**config.mk**
```make
export PLATFORM = sky130hd
export DESIGN_NAME = bankers_resource_manager
export DESIGN_NICKNAME = d
export VERILOG_FILES = /design/src/hdl/brm_pkg.sv /design/src/hdl/brm_ctrl.sv /design/src/hdl/brm_datapath.sv /design/src/hdl/bankers_resource_manager.sv
export SDC_FILE = /design/constraint.sdc
export NUM_CORES = 2
export LEC_CHECK = 0
export ABC_CLOCK_PERIOD_IN_PS = 17150
export BUFFER_PORTS_ARGS = -buffer_cell sky130_fd_sc_hd__buf_4
export CAP_MARGIN = 10
export CORE_ASPECT_RATIO = 0.8
export CORE_MARGIN = 2
export CORE_UTILIZATION = 45
export CTS_CLUSTER_DIAMETER = 100
export CTS_CLUSTER_SIZE = 30
export DETAILED_ROUTE_END_ITERATION = 8
export PLACE_DENSITY = 0.65
export SLEW_MARGIN = 15
export SYNTH_ARGS = -nofsm -noshare
export SYNTH_HDL_FRONTEND = slang
export SYNTH_SLANG_ARGS = --single-unit
```
**constraint.sdc**
```tcl
create_clock -name clk -period 17.15 [get_ports clk]
set_input_delay 0.8575 -clock clk [delete_from_list [all_inputs] [get_ports clk]]
set_output_delay 0.8575 -clock clk [all_outputs]
set_load 0.1 [all_outputs]
```
**src/hdl/brm_pkg.sv**
```systemverilog
package brm_pkg;

  localparam int DEF_MAX_THREADS   = 8;
  localparam int DEF_MAX_RESOURCES = 4;
  localparam int DEF_COUNT_WIDTH   = 8;

  // Row numbers travel between the modules at the widest thread count.
  localparam int THREAD_IDX_W = 4;

  localparam int CFG_INDEX_W = 2;
  localparam int CFG_DATA_W  = 4;

  localparam logic [CFG_INDEX_W-1:0] CFG_AVOID_ENABLE     = 2'd0;
  localparam logic [CFG_INDEX_W-1:0] CFG_ACTIVE_THREADS   = 2'd1;
  localparam logic [CFG_INDEX_W-1:0] CFG_ACTIVE_RESOURCES = 2'd2;

  localparam logic [2:0] KIND_LOAD    = 3'd0;
  localparam logic [2:0] KIND_CLAIM   = 3'd1;
  localparam logic [2:0] KIND_REQUEST = 3'd2;
  localparam logic [2:0] KIND_RELEASE = 3'd3;
  localparam logic [2:0] KIND_END     = 3'd4;
  localparam logic [2:0] KIND_DETECT  = 3'd5;

  localparam logic [1:0] STATUS_OK    = 2'd0;
  localparam logic [1:0] STATUS_ERROR = 2'd1;
  localparam logic [1:0] STATUS_WAIT  = 2'd2;

  typedef struct packed {
    logic [2:0] kind;
    logic [2:0] thread;
    logic [7:0] amount;
    logic       last;
  } in_item_t;

  typedef struct packed {
    logic [1:0] status;
    logic [3:0] deadlocked;
  } out_item_t;

  typedef enum logic [2:0] {
    ST_IDLE,
    ST_EXEC,
    ST_CLEAR,
    ST_SWEEP,
    ST_FINISH
  } ctrl_state_t;

  typedef enum logic [2:0] {
    DP_NONE,
    DP_CAPTURE,
    DP_EXEC,
    DP_CLEAR_ROW,
    DP_SWEEP_ROW,
    DP_FINISH
  } dp_op_t;

  typedef enum logic [1:0] {
    NX_DONE,
    NX_CLEAR,
    NX_SWEEP
  } exec_next_t;

  typedef struct packed {
    dp_op_t                  op;
    logic                    respond;
    logic [THREAD_IDX_W-1:0] row;
  } dp_cmd_t;

  typedef struct packed {
    exec_next_t next;
    logic       row_hit;
    logic       row_last;
  } dp_status_t;

endpackage

```
**src/hdl/brm_ctrl.sv**
```systemverilog
module brm_ctrl #(
  parameter int MAX_THREADS = 8
) (
  input  logic                clk,
  input  logic                rst_n,
  input  logic                start,
  input  logic                in_last,
  input  brm_pkg::dp_status_t st,
  output logic                busy,
  output brm_pkg::dp_cmd_t    cmd
);
  import brm_pkg::*;

  localparam int TW = (MAX_THREADS > 1) ? $clog2(MAX_THREADS) : 1;

  ctrl_state_t   state_r, state_nxt;
  logic [TW-1:0] row_r, row_nxt;
  logic          prog_r, prog_nxt;
  logic          clear_last;

  assign clear_last = (row_r == TW'(MAX_THREADS - 1));

  always_ff @(posedge clk) begin
    if (!rst_n) begin
      state_r <= ST_IDLE;
      row_r   <= '0;
      prog_r  <= 1'b0;
    end else begin
      state_r <= state_nxt;
      row_r   <= row_nxt;
      prog_r  <= prog_nxt;
    end
  end

  always_comb begin
    state_nxt = state_r;
    row_nxt   = row_r;
    prog_nxt  = prog_r;
    case (state_r)
      ST_IDLE: begin
        if (start && in_last) state_nxt = ST_EXEC;
      end
      ST_EXEC: begin
        row_nxt  = '0;
        prog_nxt = 1'b0;
        case (st.next)
          NX_CLEAR: state_nxt = ST_CLEAR;
          NX_SWEEP: state_nxt = ST_SWEEP;
          default:  state_nxt = ST_IDLE;
        endcase
      end
      ST_CLEAR: begin
        if (clear_last) state_nxt = ST_IDLE;
        else row_nxt = row_r + TW'(1);
      end
      ST_SWEEP: begin
        // A pass that freed any thread is followed by another full pass.
        if (st.row_last) begin
          row_nxt  = '0;
          prog_nxt = 1'b0;
          if (!(prog_r || st.row_hit)) state_nxt = ST_FINISH;
        end else begin
          row_nxt  = row_r + TW'(1);
          prog_nxt = prog_r || st.row_hit;
        end
      end
      ST_FINISH: state_nxt = ST_IDLE;
      default:   state_nxt = ST_IDLE;
    endcase
  end

  always_comb begin
    busy        = (state_r != ST_IDLE);
    cmd.op      = DP_NONE;
    cmd.respond = 1'b0;
    cmd.row     = THREAD_IDX_W'(row_r);
    case (state_r)
      ST_IDLE: begin
        if (start) cmd.op = DP_CAPTURE;
      end
      ST_EXEC: begin
        cmd.op      = DP_EXEC;
        cmd.respond = (st.next == NX_DONE);
      end
      ST_CLEAR: begin
        cmd.op      = DP_CLEAR_ROW;
        cmd.respond = clear_last;
      end
      ST_SWEEP:  cmd.op = DP_SWEEP_ROW;
      ST_FINISH: begin
        cmd.op      = DP_FINISH;
        cmd.respond = 1'b1;
      end
      default: cmd.op = DP_NONE;
    endcase
  end

endmodule

```
**src/hdl/brm_datapath.sv**
```systemverilog
module brm_datapath #(
  parameter int MAX_THREADS   = 8,
  parameter int MAX_RESOURCES = 4,
  parameter int COUNT_WIDTH   = 8
) (
  input  logic                               clk,
  input  logic                               rst_n,
  input  brm_pkg::in_item_t                  in_item,
  input  logic                               cfg_we,
  input  logic [brm_pkg::CFG_INDEX_W-1:0]    cfg_index,
  input  logic [brm_pkg::CFG_DATA_W-1:0]     cfg_data,
  input  brm_pkg::dp_cmd_t                   cmd,
  output brm_pkg::dp_status_t                st,
  output logic                               out_valid,
  output brm_pkg::out_item_t                 out_item
);
  import brm_pkg::*;

  localparam int TW = (MAX_THREADS > 1) ? $clog2(MAX_THREADS) : 1;
  localparam int RW = (MAX_RESOURCES > 1) ? $clog2(MAX_RESOURCES) : 1;
  localparam int NW = $clog2(MAX_THREADS + 1);
  localparam int MW = $clog2(MAX_RESOURCES + 1);
  localparam int DW = $clog2(MAX_THREADS + 1);
  localparam int CW = COUNT_WIDTH;
  // Work vector holds available plus every allocation, with a sign bit.
  localparam int WW = CW + $clog2(MAX_THREADS + 2) + 1;
  localparam logic [CW-1:0] CMAX = {CW{1'b1}};
  localparam logic signed [WW-1:0] ZERO_W = '0;
  localparam logic signed [WW-1:0] NEED_MIN_X = {{(WW-CW){1'b1}}, {CW{1'b0}}};
  localparam logic signed [CW:0] NEED_MIN = {1'b1, {CW{1'b0}}};

  logic                  avoid_r;
  logic [3:0]            athr_r;
  logic [2:0]            ares_r;
  logic [2:0]            kind_r;
  logic [2:0]            thr_r;
  logic [RW-1:0]         pos_r;
  logic [CW-1:0]         buf_r   [MAX_RESOURCES];
  logic [CW-1:0]         exist_r [MAX_RESOURCES];
  logic [CW-1:0]         avail_r [MAX_RESOURCES];
  logic [CW-1:0]         alloc_r [MAX_THREADS][MAX_RESOURCES];
  logic signed [CW:0]    need_r  [MAX_THREADS][MAX_RESOURCES];
  logic [CW-1:0]         pend_r  [MAX_THREADS][MAX_RESOURCES];
  logic signed [WW-1:0]  work_r  [MAX_RESOURCES];
  logic [MAX_THREADS-1:0] done_r;
  logic                  out_valid_r;
  out_item_t             out_r;

  logic [NW-1:0]         n_use;
  logic [MW-1:0]         m_use;
  logic [MAX_RESOURCES-1:0] act;
  logic                  t_ok, det, is_t, fits, hit;
  logic [TW-1:0]         rs, t_idx;
  logic signed [WW-1:0]  buf_x   [MAX_RESOURCES];
  logic signed [WW-1:0]  need_x  [MAX_RESOURCES];
  logic signed [WW-1:0]  pend_x  [MAX_RESOURCES];
  logic signed [WW-1:0]  vterm   [MAX_RESOURCES];
  logic signed [WW-1:0]  lhs     [MAX_RESOURCES];
  logic signed [WW-1:0]  addv    [MAX_RESOURCES];
  logic signed [WW-1:0]  nd      [MAX_RESOURCES];
  logic [CW:0]           sum_al  [MAX_RESOURCES];
  logic [CW:0]           sum_rel [MAX_RESOURCES];
  logic [CW:0]           sum_end [MAX_RESOURCES];
  logic [CW-1:0]         g_alloc [MAX_RESOURCES];
  logic signed [CW:0]    g_need  [MAX_RESOURCES];
  logic [CW-1:0]         rel_av  [MAX_RESOURCES];
  logic [CW-1:0]         end_av  [MAX_RESOURCES];
  logic                  gt_exist, gt_need, gt_avail, gt_alloc;
  logic [MAX_THREADS-1:0] beyond, done_det;
  logic [DW-1:0]         dead_cnt;
  logic                  do_load, do_det_init, do_safe_init, do_claim, do_refuse;
  logic                  do_pend_set, do_grant, do_release, do_end;
  exec_next_t            nx;
  logic [1:0]            res_status;
  logic [DW-1:0]         res_dead;

  always_comb begin
    if (athr_r == 4'd0) n_use = NW'(1);
    else if (int'(athr_r) > MAX_THREADS) n_use = NW'(MAX_THREADS);
    else n_use = NW'(athr_r);
    if (ares_r == 3'd0) m_use = MW'(1);
    else if (int'(ares_r) > MAX_RESOURCES) m_use = MW'(MAX_RESOURCES);
    else m_use = MW'(ares_r);
  end

  assign t_ok  = (int'(thr_r) < int'(n_use));
  assign det   = (kind_r == KIND_DETECT);
  assign t_idx = TW'(thr_r);
  assign rs    = (cmd.op == DP_CLEAR_ROW || cmd.op == DP_SWEEP_ROW) ? cmd.row[TW-1:0] : t_idx;
  assign is_t  = (rs == t_idx);

  // Per-lane arithmetic on the selected row.
  always_comb begin
    fits     = 1'b1;
    gt_exist = 1'b0;
    gt_need  = 1'b0;
    gt_avail = 1'b0;
    gt_alloc = 1'b0;
    for (int j = 0; j < MAX_RESOURCES; j++) begin
      act[j]    = (j < int'(m_use));
      buf_x[j]  = $signed(WW'(buf_r[j]));
      need_x[j] = WW'(need_r[rs][j]);
      pend_x[j] = $signed(WW'(pend_r[rs][j]));
      vterm[j]  = (is_t && !det) ? buf_x[j] : ZERO_W;
      lhs[j]    = det ? pend_x[j] : (need_x[j] - vterm[j]);
      addv[j]   = $signed(WW'(alloc_r[rs][j])) + vterm[j];
      if (act[j] && (lhs[j] > work_r[j])) fits = 1'b0;
      if (act[j] && (buf_r[j] > exist_r[j])) gt_exist = 1'b1;
      if (act[j] && (buf_x[j] > need_x[j])) gt_need = 1'b1;
      if (act[j] && (buf_r[j] > avail_r[j])) gt_avail = 1'b1;
      if (act[j] && (buf_r[j] > alloc_r[rs][j])) gt_alloc = 1'b1;
      sum_al[j]  = {1'b0, alloc_r[rs][j]} + {1'b0, buf_r[j]};
      sum_rel[j] = {1'b0, avail_r[j]} + {1'b0, buf_r[j]};
      sum_end[j] = {1'b0, avail_r[j]} + {1'b0, alloc_r[rs][j]};
      g_alloc[j] = sum_al[j][CW] ? CMAX : sum_al[j][CW-1:0];
      rel_av[j]  = sum_rel[j][CW] ? CMAX : sum_rel[j][CW-1:0];
      end_av[j]  = sum_end[j][CW] ? CMAX : sum_end[j][CW-1:0];
      nd[j]      = need_x[j] - buf_x[j];
      g_need[j]  = (nd[j] < NEED_MIN_X) ? NEED_MIN : nd[j][CW:0];
    end
  end

  assign hit = (cmd.op == DP_SWEEP_ROW) && !done_r[rs] && fits;

  always_comb begin
    dead_cnt = '0;
    for (int i = 0; i < MAX_THREADS; i++) begin
      beyond[i]   = (i >= int'(n_use));
      done_det[i] = 1'b1;
      for (int j = 0; j < MAX_RESOURCES; j++) begin
        if (act[j] && (pend_r[i][j] != '0)) done_det[i] = 1'b0;
      end
      done_det[i] = done_det[i] || beyond[i];
      dead_cnt    = dead_cnt + DW'(!done_r[i]);
    end
  end

  always_comb begin
    nx           = NX_DONE;
    res_status   = STATUS_OK;
    res_dead     = '0;
    do_load      = 1'b0;
    do_det_init  = 1'b0;
    do_safe_init = 1'b0;
    do_claim     = 1'b0;
    do_refuse    = 1'b0;
    do_pend_set  = 1'b0;
    do_grant     = 1'b0;
    do_release   = 1'b0;
    do_end       = 1'b0;
    case (cmd.op)
      DP_EXEC: begin
        if (kind_r > KIND_DETECT) begin
          res_status = STATUS_ERROR;
        end else if (kind_r == KIND_LOAD) begin
          nx      = NX_CLEAR;
          do_load = 1'b1;
        end else if (det) begin
          nx          = NX_SWEEP;
          do_det_init = 1'b1;
        end else if (!t_ok) begin
          res_status = STATUS_ERROR;
        end else begin
          case (kind_r)
            KIND_CLAIM: begin
              if (gt_exist) res_status = STATUS_ERROR;
              else do_claim = 1'b1;
            end
            KIND_REQUEST: begin
              if (gt_exist || (avoid_r && gt_need)) begin
                res_status = STATUS_ERROR;
                do_refuse  = 1'b1;
              end else if (gt_avail) begin
                res_status  = STATUS_WAIT;
                do_pend_set = 1'b1;
              end else if (avoid_r) begin
                nx           = NX_SWEEP;
                do_pend_set  = 1'b1;
                do_safe_init = 1'b1;
              end else begin
                do_grant = 1'b1;
              end
            end
            KIND_RELEASE: begin
              if (gt_alloc) res_status = STATUS_ERROR;
              else do_release = 1'b1;
            end
            KIND_END: do_end = 1'b1;
            default:  res_status = STATUS_ERROR;
          endcase
        end
      end
      DP_FINISH: begin
        if (det) res_dead = dead_cnt;
        else if (&done_r) do_grant = 1'b1;
        else res_status = STATUS_WAIT;
      end
      default: nx = NX_DONE;
    endcase
  end

  assign st.next     = nx;
  assign st.row_hit  = hit;
  assign st.row_last = (int'(rs) == int'(n_use) - 1);

  always_ff @(posedge clk) begin
    if (cmd.op == DP_CAPTURE) buf_r[pos_r] <= CW'(in_item.amount);
  end

  always_ff @(posedge clk) begin
    if (!rst_n) begin
      avoid_r     <= 1'b0;
      athr_r      <= 4'd8;
      ares_r      <= 3'd4;
      kind_r      <= '0;
      thr_r       <= '0;
      pos_r       <= '0;
      done_r      <= '0;
      out_valid_r <= 1'b0;
      out_r       <= '0;
      for (int j = 0; j < MAX_RESOURCES; j++) begin
        exist_r[j] <= '0;
        avail_r[j] <= '0;
        work_r[j]  <= '0;
      end
      for (int i = 0; i < MAX_THREADS; i++) begin
        for (int j = 0; j < MAX_RESOURCES; j++) begin
          alloc_r[i][j] <= '0;
          need_r[i][j]  <= '0;
          pend_r[i][j]  <= '0;
        end
      end
    end else begin
      if (cfg_we) begin
        case (cfg_index)
          CFG_AVOID_ENABLE:     avoid_r <= cfg_data[0];
          CFG_ACTIVE_THREADS:   athr_r  <= cfg_data[3:0];
          CFG_ACTIVE_RESOURCES: ares_r  <= cfg_data[2:0];
          default:              avoid_r <= avoid_r;
        endcase
      end

      out_valid_r <= cmd.respond;
      if (cmd.respond) begin
        out_r.status     <= res_status;
        out_r.deadlocked <= 4'(res_dead);
      end

      if (cmd.op == DP_CAPTURE) begin
        kind_r <= in_item.kind;
        thr_r  <= in_item.thread;
        if (in_item.last) pos_r <= '0;
        else if (pos_r != RW'(MAX_RESOURCES - 1)) pos_r <= pos_r + RW'(1);
      end

      if (do_det_init) done_r <= done_det;
      if (do_safe_init) done_r <= beyond;
      if (hit) done_r[rs] <= 1'b1;

      for (int j = 0; j < MAX_RESOURCES; j++) begin
        if (do_load) begin
          exist_r[j] <= act[j] ? buf_r[j] : '0;
          avail_r[j] <= act[j] ? buf_r[j] : '0;
        end
        if (do_det_init) work_r[j] <= $signed(WW'(avail_r[j]));
        if (do_safe_init) work_r[j] <= $signed(WW'(avail_r[j])) - buf_x[j];
        if (hit) work_r[j] <= work_r[j] + addv[j];
        if (cmd.op == DP_CLEAR_ROW) begin
          alloc_r[rs][j] <= '0;
          need_r[rs][j]  <= '0;
          pend_r[rs][j]  <= '0;
        end
        if (do_end) begin
          avail_r[j]     <= end_av[j];
          alloc_r[rs][j] <= '0;
          need_r[rs][j]  <= '0;
          pend_r[rs][j]  <= '0;
        end
        if (act[j]) begin
          if (do_claim) need_r[rs][j] <= $signed({1'b0, buf_r[j]});
          if (do_refuse) pend_r[rs][j] <= '0;
          if (do_pend_set) pend_r[rs][j] <= buf_r[j];
          if (do_release) begin
            avail_r[j]     <= rel_av[j];
            alloc_r[rs][j] <= alloc_r[rs][j] - buf_r[j];
          end
          if (do_grant) begin
            avail_r[j]     <= avail_r[j] - buf_r[j];
            alloc_r[rs][j] <= g_alloc[j];
            need_r[rs][j]  <= g_need[j];
            pend_r[rs][j]  <= '0;
          end
        end
      end
    end
  end

  assign out_valid = out_valid_r;
  assign out_item  = out_r;

endmodule

```
**src/hdl/bankers_resource_manager.sv**
```systemverilog
// Banker's resource manager. A command's vector arrives one count per item;
// an item without last is captured while idle and leaves busy low. The item
// marked last raises busy while the command runs, and its single result
// appears on out_valid/out_item for exactly one cycle when busy falls; the
// receiver cannot stall it. Claim, release, thread end, refused or waiting
// requests and requests without avoidance finish in the execute step. Load
// then clears every table row, one per cycle. Detection and an
// avoidance request that passes the simple checks run the row sweep: one
// thread row per cycle, passes over n = active_threads rows repeated until
// a pass frees nothing.
module bankers_resource_manager #(
  parameter int MAX_THREADS   = brm_pkg::DEF_MAX_THREADS,
  parameter int MAX_RESOURCES = brm_pkg::DEF_MAX_RESOURCES,
  parameter int COUNT_WIDTH   = brm_pkg::DEF_COUNT_WIDTH
) (
  input  logic                            clk,
  input  logic                            rst_n,
  input  logic                            start,
  output logic                            busy,
  input  brm_pkg::in_item_t               in_item,
  output logic                            out_valid,
  output brm_pkg::out_item_t              out_item,
  input  logic                            cfg_we,
  input  logic [brm_pkg::CFG_INDEX_W-1:0] cfg_index,
  input  logic [brm_pkg::CFG_DATA_W-1:0]  cfg_data
);
  import brm_pkg::*;

  dp_cmd_t    cmd;
  dp_status_t st;

  brm_ctrl #(
    .MAX_THREADS(MAX_THREADS)
  ) u_ctrl (
    .clk     (clk),
    .rst_n   (rst_n),
    .start   (start),
    .in_last (in_item.last),
    .st      (st),
    .busy    (busy),
    .cmd     (cmd)
  );

  brm_datapath #(
    .MAX_THREADS   (MAX_THREADS),
    .MAX_RESOURCES (MAX_RESOURCES),
    .COUNT_WIDTH   (COUNT_WIDTH)
  ) u_dp (
    .clk       (clk),
    .rst_n     (rst_n),
    .in_item   (in_item),
    .cfg_we    (cfg_we),
    .cfg_index (cfg_index),
    .cfg_data  (cfg_data),
    .cmd       (cmd),
    .st        (st),
    .out_valid (out_valid),
    .out_item  (out_item)
  );

endmodule

```
# --- Word-level counts from Yosys, hierarchy flattened ---
# Memories as Yosys holds them, arrays and structs flattened.
# Cells that the tools add are included.
word_totals:
  word_cells: 704
  ram_bits: 948
  memories: 7
  in_bits: 25
  register_bits: 38
  output_inout_bits: 8
mem_list:
  columns: ["name", "depth", "width", "read_ports", "rd_clocked_by_memory_dff", "write_ports", "line_no", "source"]
  rows:
  - ["u_dp.need_r", 8, 36, 1, 0, 8, "brm_datapath.sv:42", "logic signed [CW:0] need_r [MAX_THREADS][MAX_RESOURCES];"]
  - ["u_dp.alloc_r", 8, 32, 1, 0, 8, "brm_datapath.sv:41", "logic [CW-1:0] alloc_r [MAX_THREADS][MAX_RESOURCES];"]
  - ["u_dp.pend_r", 8, 32, 9, 0, 8, "brm_datapath.sv:43", "logic [CW-1:0] pend_r [MAX_THREADS][MAX_RESOURCES];"]
  - ["u_dp.work_r", 4, 13, 4, 0, 4, "brm_datapath.sv:44", "logic signed [WW-1:0] work_r [MAX_RESOURCES];"]
  - ["u_dp.avail_r", 4, 8, 4, 0, 4, "brm_datapath.sv:40", "logic [CW-1:0] avail_r [MAX_RESOURCES];"]
  - ["u_dp.buf_r", 4, 8, 4, 0, 1, "brm_datapath.sv:38", "logic [CW-1:0] buf_r [MAX_RESOURCES];"]
  - ["+1 memories", null, null, null, null, null, null, null]
classes:
  add_sub_neg: 50
  n_reduce_logical: 131
  bitwise: 73
  order_cmp: 42
  n_eq_ne: 27
  n_mux: 361
ops:
  columns: ["operator", "n"]
  rows:
  - ["8-bit two-way mux", 72]
  - ["8-bit nonzero test", 32]
  - ["13-bit two-way mux", 16]
  - ["1-bit two-way mux", 205]
  - ["9-bit two-way mux", 16]
  - ["8-bit by 8-bit adder with 9-bit output", 12]
  - ["8-bit greater-than comparator", 12]
  - ["9-bit by 9-bit subtractor with 10-bit output", 8]
  - ["1-bit OR", 72]
  - ["32-bit two-way mux", 2]
  - ["32-bit OR reduction", 2]
  - ["8-bit subtractor", 8]
  - ["1-bit logical AND", 58]
  - ["13-bit adder", 4]
  - ["9-bit by 13-bit adder with 13-bit output", 4]
  - ["13-bit greater-than comparator", 4]
  - ["13-bit by 9-bit less-than comparator with 1-bit output (second input constant)", 4]
  - ["2-bit two-way mux", 19]
  - ["9-bit greater-than comparator", 4]
  - ["3-bit two-way mux", 12]
  - ["36-bit two-way mux", 1]
  - ["36-bit OR reduction", 1]
  - ["8-bit by 8-bit subtractor with 9-bit output", 4]
  - ["4-bit by 32-bit == test with 1-bit output", 1]
  - ["other kinds (44)", 111]

# --- Depth between registers and ports, before layout ---
# An unclocked memory read counts as a cell.
depth:
  word_depth: 30
  depth_mapped: 36
  ltp_nobuf: 28

# --- By module ---
# From an unflattened synthesis, not the netlist that was laid out.
unflattened:
  hier_cells: 5684
  area_unflattened_um2: 57381.3
by_module_without_submodules:
  columns: ["module", "cells_each", "seq_area_each_um2", "instances", "area_each_um2"]
  rows:
  - ["brm_datapath", 5623, 29087.9, 1, 56859.5]
  - ["brm_ctrl", 61, 140.1, 1, 521.8]

# --- Least setup slack after synthesis ---
# Ideal clock, no wire load.
synth_timing:
  path_kind: "register to register"
  startpoint: "register u_ctrl.state_r[1]"
  endpoint: "memory u_dp.work_r[0][0] (netlist name), enable pin"
  slack_ps: 9756
  path_stages_with_launch: 30
  arrival_time_ps: 6769
  required_ps: 16526
  setup_time_ps: 624
  path_buffers: 6
  path_cell_list: "dfxtp_1 nor2b_1 buf_2 mux2i_1 buf_2 buf_1 clkbuf_1 nand2_1 nand3_1 nor4b_1 ha_1 nor2b_1 o21ai_0 a21boi_0 o21ai_0 nand2b_1 a21o_1 a21o_1 a21o_1 a21oi_1 ha_1 nand4_1 nor4_1 nor3_1 a221o_1 nor3_1 nand4bb_1 clkbuf_1 clkbuf_1 nand3_1"
synth_rtl:
  columns: ["item", "line_no", "source"]
  rows:
  - ["start, declared", "brm_ctrl.sv:16", "ctrl_state_t state_r, state_nxt;"]
  - ["start signal, assigned", "brm_ctrl.sv:29", "state_r <= state_nxt;"]
  - ["end, declared", "brm_datapath.sv:44", null]

==> impl_results.html <==
<table>
<tr><th>Metric</th><th>Value</th></tr>
<tr><th colspan="2">Run status</th></tr>
<tr><td>Outcome</td><td>finished clean</td></tr>
<tr><th colspan="2">Yosys</th></tr>
<tr><td>Post-synth EDFFs</td><td>948</td></tr>
<tr><td>Adder and majority cell fraction of the synthesized area</td><td>between 10% and 20%</td></tr>
<tr><td>Commonest register cell after synthesis</td><td>sky130_fd_sc_hd__edfxtp_1</td></tr>
<tr><td>Portion of the post-synthesis area used by sequential elements</td><td>50.9%</td></tr>
<tr><td>Count of unique library cells instantiated by Yosys</td><td>104</td></tr>
<tr><td>Synth Area per Inst</td><td>between 10 and 15 um^2</td></tr>
<tr><td>Synth Area in XOR/XNOR</td><td>a little under 2%</td></tr>
<tr><td>Combinational family with the most area after synthesis</td><td>simple AND/OR/NAND/NOR gates</td></tr>
<tr><td>Post-synthesis instance area</td><td>between 0.05 and 0.06 mm^2</td></tr>
<tr><td>Proportion of synthesized area in mux cells</td><td>0.818%</td></tr>
<tr><td>Area share of the largest cell type after synthesis</td><td>49.6%</td></tr>
<tr><td>Register bit count reported by yosys</td><td>986</td></tr>
<tr><td>Cell accounting for the most synthesized area</td><td>sky130_fd_sc_hd__edfxtp_1</td></tr>
<tr><td>Simple-gate share of the synthesized area</td><td>15.9%</td></tr>
<tr><td>Top post-synthesis cells by area</td><td>sky130_fd_sc_hd__edfxtp_1 50%, sky130_fd_sc_hd__ha_1 7.8%, sky130_fd_sc_hd__nor2_1 6.8%</td></tr>
<tr><td>Synth Net Count</td><td>around 6000</td></tr>
<tr><td>Cells after Synth</td><td>5637</td></tr>
<tr><td>Synthesis Warnings</td><td>0</td></tr>
<tr><td>Synth Area in Compound Gates</td><td>15.8%</td></tr>
<tr><td>Fraction of registers with async set or reset after synthesis</td><td>0%</td></tr>
<tr><th colspan="2">Timing</th></tr>
<tr><td>Setup violations, final</td><td>0</td></tr>
<tr><td>Period Utilization, post-route</td><td>56.0%</td></tr>
<tr><td>Layout Skew</td><td>between 0.04 and 0.05 ns</td></tr>
<tr><td>Final TNS setup</td><td>0 ns</td></tr>
<tr><td>RSZ-0062 raised after global routing</td><td>no</td></tr>
<tr><td>Relative slew margins</td><td>approximately a tenth</td></tr>
<tr><td>Peak clock frequency supported by timing</td><td>104 MHz</td></tr>
<tr><td>Clock period minus final worst setup slack</td><td>9.61 ns</td></tr>
<tr><td>Slew of the pin with the lowest slew margin</td><td>1.35 ns</td></tr>
<tr><td>Number of pins with negative max-slew slack in the final report</td><td>0</td></tr>
<tr><td>Number of hold violations in the final report</td><td>0</td></tr>
<tr><th colspan="2">Worst setup path</th></tr>
<tr><td>Critical Path Start Type</td><td>register</td></tr>
<tr><td>Crit path capture type</td><td>register</td></tr>
<tr><td>Crit path arrival time</td><td>roughly 10 ns</td></tr>
<tr><td>Start-to-end type of the worst setup path</td><td>register to register</td></tr>
<tr><td>Cell mode on critical path</td><td>sky130_fd_sc_hd__buf_4</td></tr>
<tr><td>Required time of the critical path</td><td>approximately 18 ns</td></tr>
<tr><td>Master of the slowest instance on the critical path</td><td>sky130_fd_sc_hd__o21ai_2</td></tr>
<tr><td>Critical Path Max Stage Delay</td><td>0.89 ns</td></tr>
<tr><td>Crit path max fanout</td><td>39</td></tr>
<tr><th colspan="2">Finish</th></tr>
<tr><td>Post-Layout Inst Area</td><td>0.0615 mm^2</td></tr>
<tr><td>Total area of multi-input combinational cells</td><td>0.0260 mm^2</td></tr>
<tr><td>Register cell area after layout</td><td>about 0.029 mm^2</td></tr>
<tr><td>Filler Cells Inserted</td><td>11600</td></tr>
<tr><td>Fraction of final layout cells sized beyond drive strength 1</td><td>6.80%</td></tr>
<tr><td>Post-route insts no fill</td><td>7290</td></tr>
<tr><td>Core occupancy in the finished layout</td><td>48.4%</td></tr>
<tr><td>Synthesis-to-layout area growth</td><td>7.11%</td></tr>
<tr><td>Layout net count</td><td>6055</td></tr>
<tr><th colspan="2">Die</th></tr>
<tr><td>Die X</td><td>403 um</td></tr>
<tr><td>Floorplan core area</td><td>0.127 mm^2</td></tr>
<tr><td>I/O pin total</td><td>33</td></tr>
<tr><td>Number of rows created at floorplan</td><td>117</td></tr>
<tr><td>Starting density of the core</td><td>between 40% and 50%</td></tr>
<tr><td>Die Height</td><td>between 300 and 400 um</td></tr>
<tr><td>Die ar.</td><td>~0.13 mm^2</td></tr>
<tr><th colspan="2">GRT</th></tr>
<tr><td>Pin count of the biggest net entering global routing</td><td>59</td></tr>
<tr><td>Gr ovfl total</td><td>0</td></tr>
<tr><td>Via count of the first global-routing pass</td><td>approximately 44000</td></tr>
<tr><td>GRT Total Usage</td><td>33.6%</td></tr>
<tr><td>First-pass GRT wire length</td><td>~320000 um</td></tr>
<tr><td>Initial antenna violation count</td><td>14</td></tr>
<tr><th colspan="2">Clocking</th></tr>
<tr><td>Buffers inserted by post-CTS timing repair</td><td>0</td></tr>
<tr><td>Clock tree from TritonCTS</td><td>done</td></tr>
<tr><td>Clock root buffer</td><td>sky130_fd_sc_hd__clkbuf_16</td></tr>
<tr><td>CTS clock-pin slew for the worst setup and hold paths</td><td>between 0.1 and 0.15 ns</td></tr>
<tr><td>Number of buffers on the longest clock path</td><td>3</td></tr>
<tr><td>Post_cts resized</td><td>0</td></tr>
<tr><td>Clock latency at the later pin of the worst-skew pair</td><td>0.69 ns</td></tr>
<tr><td>Cts-stage hold buffer count</td><td>0</td></tr>
<tr><td>Maximum level of the CTS H-tree</td><td>2</td></tr>
<tr><td>CTS sink cnt</td><td>986</td></tr>
<tr><td>Total CTS buffers</td><td>43</td></tr>
<tr><th colspan="2">Pwr</th></tr>
<tr><td>Total power per unit cell area</td><td>150 mW/mm^2</td></tr>
<tr><td>Combinational share of power</td><td>54.0%</td></tr>
<tr><td>Fraction of power spent switching nets</td><td>45.8%</td></tr>
<tr><td>Sequential group share of total power</td><td>31.3%</td></tr>
<tr><td>Reported net switching power</td><td>4.24 mW</td></tr>
<tr><td>VDD IR-drop max</td><td>0.0869 mV</td></tr>
<tr><td>Static Leakage</td><td>22.9 nW</td></tr>
<tr><td>Clk network pwr share</td><td>14.7%</td></tr>
<tr><td>Internal power summed over all cells</td><td>5.01 mW</td></tr>
<tr><th colspan="2">Routing</th></tr>
<tr><td>Total routed wirelength</td><td>225000 um</td></tr>
<tr><td>Count of routing violations after the opening detailed-route iteration</td><td>7957</td></tr>
<tr><td>Post-detailed-route via-to-cell ratio</td><td>between 6 and 7</td></tr>
<tr><td>Total DRC errors in the routed layout</td><td>0</td></tr>
<tr><td>Count of vias placed by the detailed router</td><td>48600</td></tr>
<tr><td>Detail Route Antenna Nets</td><td>0</td></tr>
<tr><td>Router iterations before antenna repair</td><td>7</td></tr>
<tr><td>Post-DR wirelength/cell</td><td>30.8 um</td></tr>
<tr><th colspan="2">Placement</th></tr>
<tr><td>Detailed placer's ending HPWL</td><td>166000 um</td></tr>
<tr><td>Final GP Congestion</td><td>1.02</td></tr>
<tr><td>Cells after DPL</td><td>7224</td></tr>
<tr><td>Number of buffers inserted by port buffering</td><td>32</td></tr>
<tr><td>Placed cell area</td><td>0.0601 mm^2</td></tr>
<tr><th colspan="2">Flow run</th></tr>
<tr><td>Number of max-cap violations</td><td>0</td></tr>
<tr><th colspan="2">Worst hold path</th></tr>
<tr><td>Class of the tightest hold or removal check</td><td>input pin to register</td></tr>
</table>
critical path, delay by kind of cell, from the launching register on:
family          cells  cell delay [ns]
xor+xnor            1             0.17
mux                 1             0.25
flops               1             0.79
fa+ha+maj           3             0.95
buf+inv             5             1.54
compound gates     10             3.10
simple gates       10             2.37
final timing paths:
kind | startpoint | end | slack, ns | cells past startpoint
worst max register to register | u_ctrl.state_r[1] | u_dp.work_r[0][27] | 7.54 | 30
worst min-delay path | cfg_data[3] | u_dp.athr_r[3] | 0.38 | 3
worst min register to register | u_dp.out_item[1] | u_dp.out_item[1] | 0.48 | 2
worst max-delay path | u_ctrl.state_r[1] | u_dp.work_r[0][27] | 7.54 | 30
metrics by stage:
stage,setup slack [ns],total power [mW],hold WS [ns]
detailed placement,7.87,7.69,0.460
floorplan,9.76,6.02,0.445
global placement,8.05,7.63,0.456
global route,7.14,9.66,0.388
finish,7.54,9.24,0.383
CTS,7.82,9.02,0.359
synthesized netlist by cell type (39+ instances only):
cell type and n:
sky130_fd_sc_hd__ha_1 359, sky130_fd_sc_hd__a21oi_1 247, sky130_fd_sc_hd__nor3_1 77, sky130_fd_sc_hd__fa_1 68, sky130_fd_sc_hd__mux2i_1 39, sky130_fd_sc_hd__a21o_1 57
sky130_fd_sc_hd__nor2_1 1036, sky130_fd_sc_hd__a31oi_1 55, sky130_fd_sc_hd__o22ai_1 279, sky130_fd_sc_hd__nor2b_1 53, sky130_fd_sc_hd__o21bai_1 70, sky130_fd_sc_hd__nand3_1 78
sky130_fd_sc_hd__nand2_1 475, sky130_fd_sc_hd__o21ai_0 216, sky130_fd_sc_hd__clkbuf_1 191, sky130_fd_sc_hd__nor4_1 114, sky130_fd_sc_hd__inv_1 374, sky130_fd_sc_hd__xnor2_1 100
sky130_fd_sc_hd__edfxtp_1 948
state kept, by name (all words and copies together), names as in the netlist, 3 cells and up:
name	cells
u_dp.pend_r	256
u_dp.athr_r	4
u_dp.alloc_r	256
u_dp.out_item	6
u_dp.t_idx	3
u_dp.buf_r	32
u_ctrl.row_r	3
u_dp.work_r	52
u_dp.need_r	288
u_dp.avail_r	32
u_dp.exist_r	32
u_dp.ares_r	3
u_ctrl.state_r	3
u_dp.kind_r	3
u_dp.done_r	8
routing by layer:
| layer | global-route usage, % | wire (um) | up-vias |
|---|---|---|---|
| met3 | 12.0 | 36300 | 547 |
| met1 | 47.9 | 89000 | 23700 |
| li1 | - | - | 20500 |
| met2 | 46.5 | 88800 | 3827 |
| met4 | 13.0 | 10600 | 18 |
| met5 | 0.402 | 177 | - |
final cells by class:
| class | instances | share of cell area (%) |
|---|---|---|
| Tap cell | 1666 | 3.39 |
| Sequential cell | 986 | 47.6 |
| Antenna cell | 6 | 0.0244 |
| Clock buffer | 45 | 1.76 |
| Timing Repair Buffer | 175 | 2.14 |
| Inverter | 384 | 2.35 |
| Clock inverter | 15 | 0.440 |
| Multi-Input combinational cell | 4013 | 42.3 |
power groups by stage:
stage / clock network (mW) / logic, mW / registers [mW]
CTS: 1.35 / 4.78 / 2.89
detailed placement: 0 / 4.75 / 2.94
floorplan: 0 / 3.13 / 2.89
global placement: 0 / 4.69 / 2.94
global route: 1.42 / 5.34 / 2.90
finish: 1.36 / 4.99 / 2.90
cells by family (layout without fill, tap and decap cells):
logic type / count (synthesis) / in the layout
flops: 986 / 986
fa+ha+maj: 427 / 427
other cells: 0 / 6
buf+inv: 638 / 619
xor+xnor: 129 / 129
mux: 46 / 46
compound gates: 1355 / 1355
simple gates: 2056 / 2056
placed cells by master (no fill, tap or decap), types with 17 or more instances in the layout:
cell | Yosys | layout
sky130_fd_sc_hd__a22oi_1 | 24 | 24
sky130_fd_sc_hd__nand2b_1 | 33 | 33
sky130_fd_sc_hd__fa_1 | 68 | 68
sky130_fd_sc_hd__o21bai_1 | 70 | 70
sky130_fd_sc_hd__buf_4 | 4 | 175
sky130_fd_sc_hd__a22o_1 | 24 | 24
sky130_fd_sc_hd__o211ai_1 | 22 | 22
sky130_fd_sc_hd__mux2i_1 | 39 | 36
sky130_fd_sc_hd__and3_1 | 28 | 28
sky130_fd_sc_hd__nor3_1 | 77 | 75
sky130_fd_sc_hd__nand2_1 | 475 | 467
sky130_fd_sc_hd__dfxtp_1 | 38 | 37
sky130_fd_sc_hd__inv_1 | 374 | 374
sky130_fd_sc_hd__nand3_1 | 78 | 75
sky130_fd_sc_hd__nand4_1 | 35 | 35
sky130_fd_sc_hd__a211oi_1 | 38 | 37
sky130_fd_sc_hd__a21o_1 | 57 | 57
sky130_fd_sc_hd__clkbuf_16 | 0 | 43
sky130_fd_sc_hd__or3_1 | 20 | 20
sky130_fd_sc_hd__a31oi_1 | 55 | 49
sky130_fd_sc_hd__xnor2_1 | 100 | 100
sky130_fd_sc_hd__o21ai_0 | 216 | 204
sky130_fd_sc_hd__o22ai_1 | 279 | 279
sky130_fd_sc_hd__ha_1 | 359 | 359
sky130_fd_sc_hd__o2111ai_1 | 18 | 18
sky130_fd_sc_hd__a21oi_1 | 247 | 244
sky130_fd_sc_hd__a32oi_1 | 21 | 21
sky130_fd_sc_hd__xor2_1 | 29 | 29
sky130_fd_sc_hd__nor2b_1 | 53 | 53
sky130_fd_sc_hd__o221ai_1 | 31 | 31
sky130_fd_sc_hd__edfxtp_1 | 948 | 948
sky130_fd_sc_hd__nor2_1 | 1036 | 1024
sky130_fd_sc_hd__o21a_1 | 25 | 25
sky130_fd_sc_hd__a21boi_0 | 17 | 17
sky130_fd_sc_hd__nor4_1 | 114 | 106
sky130_fd_sc_hd__o21ai_1 | 16 | 27
Power figures use the tool's default switching activity.
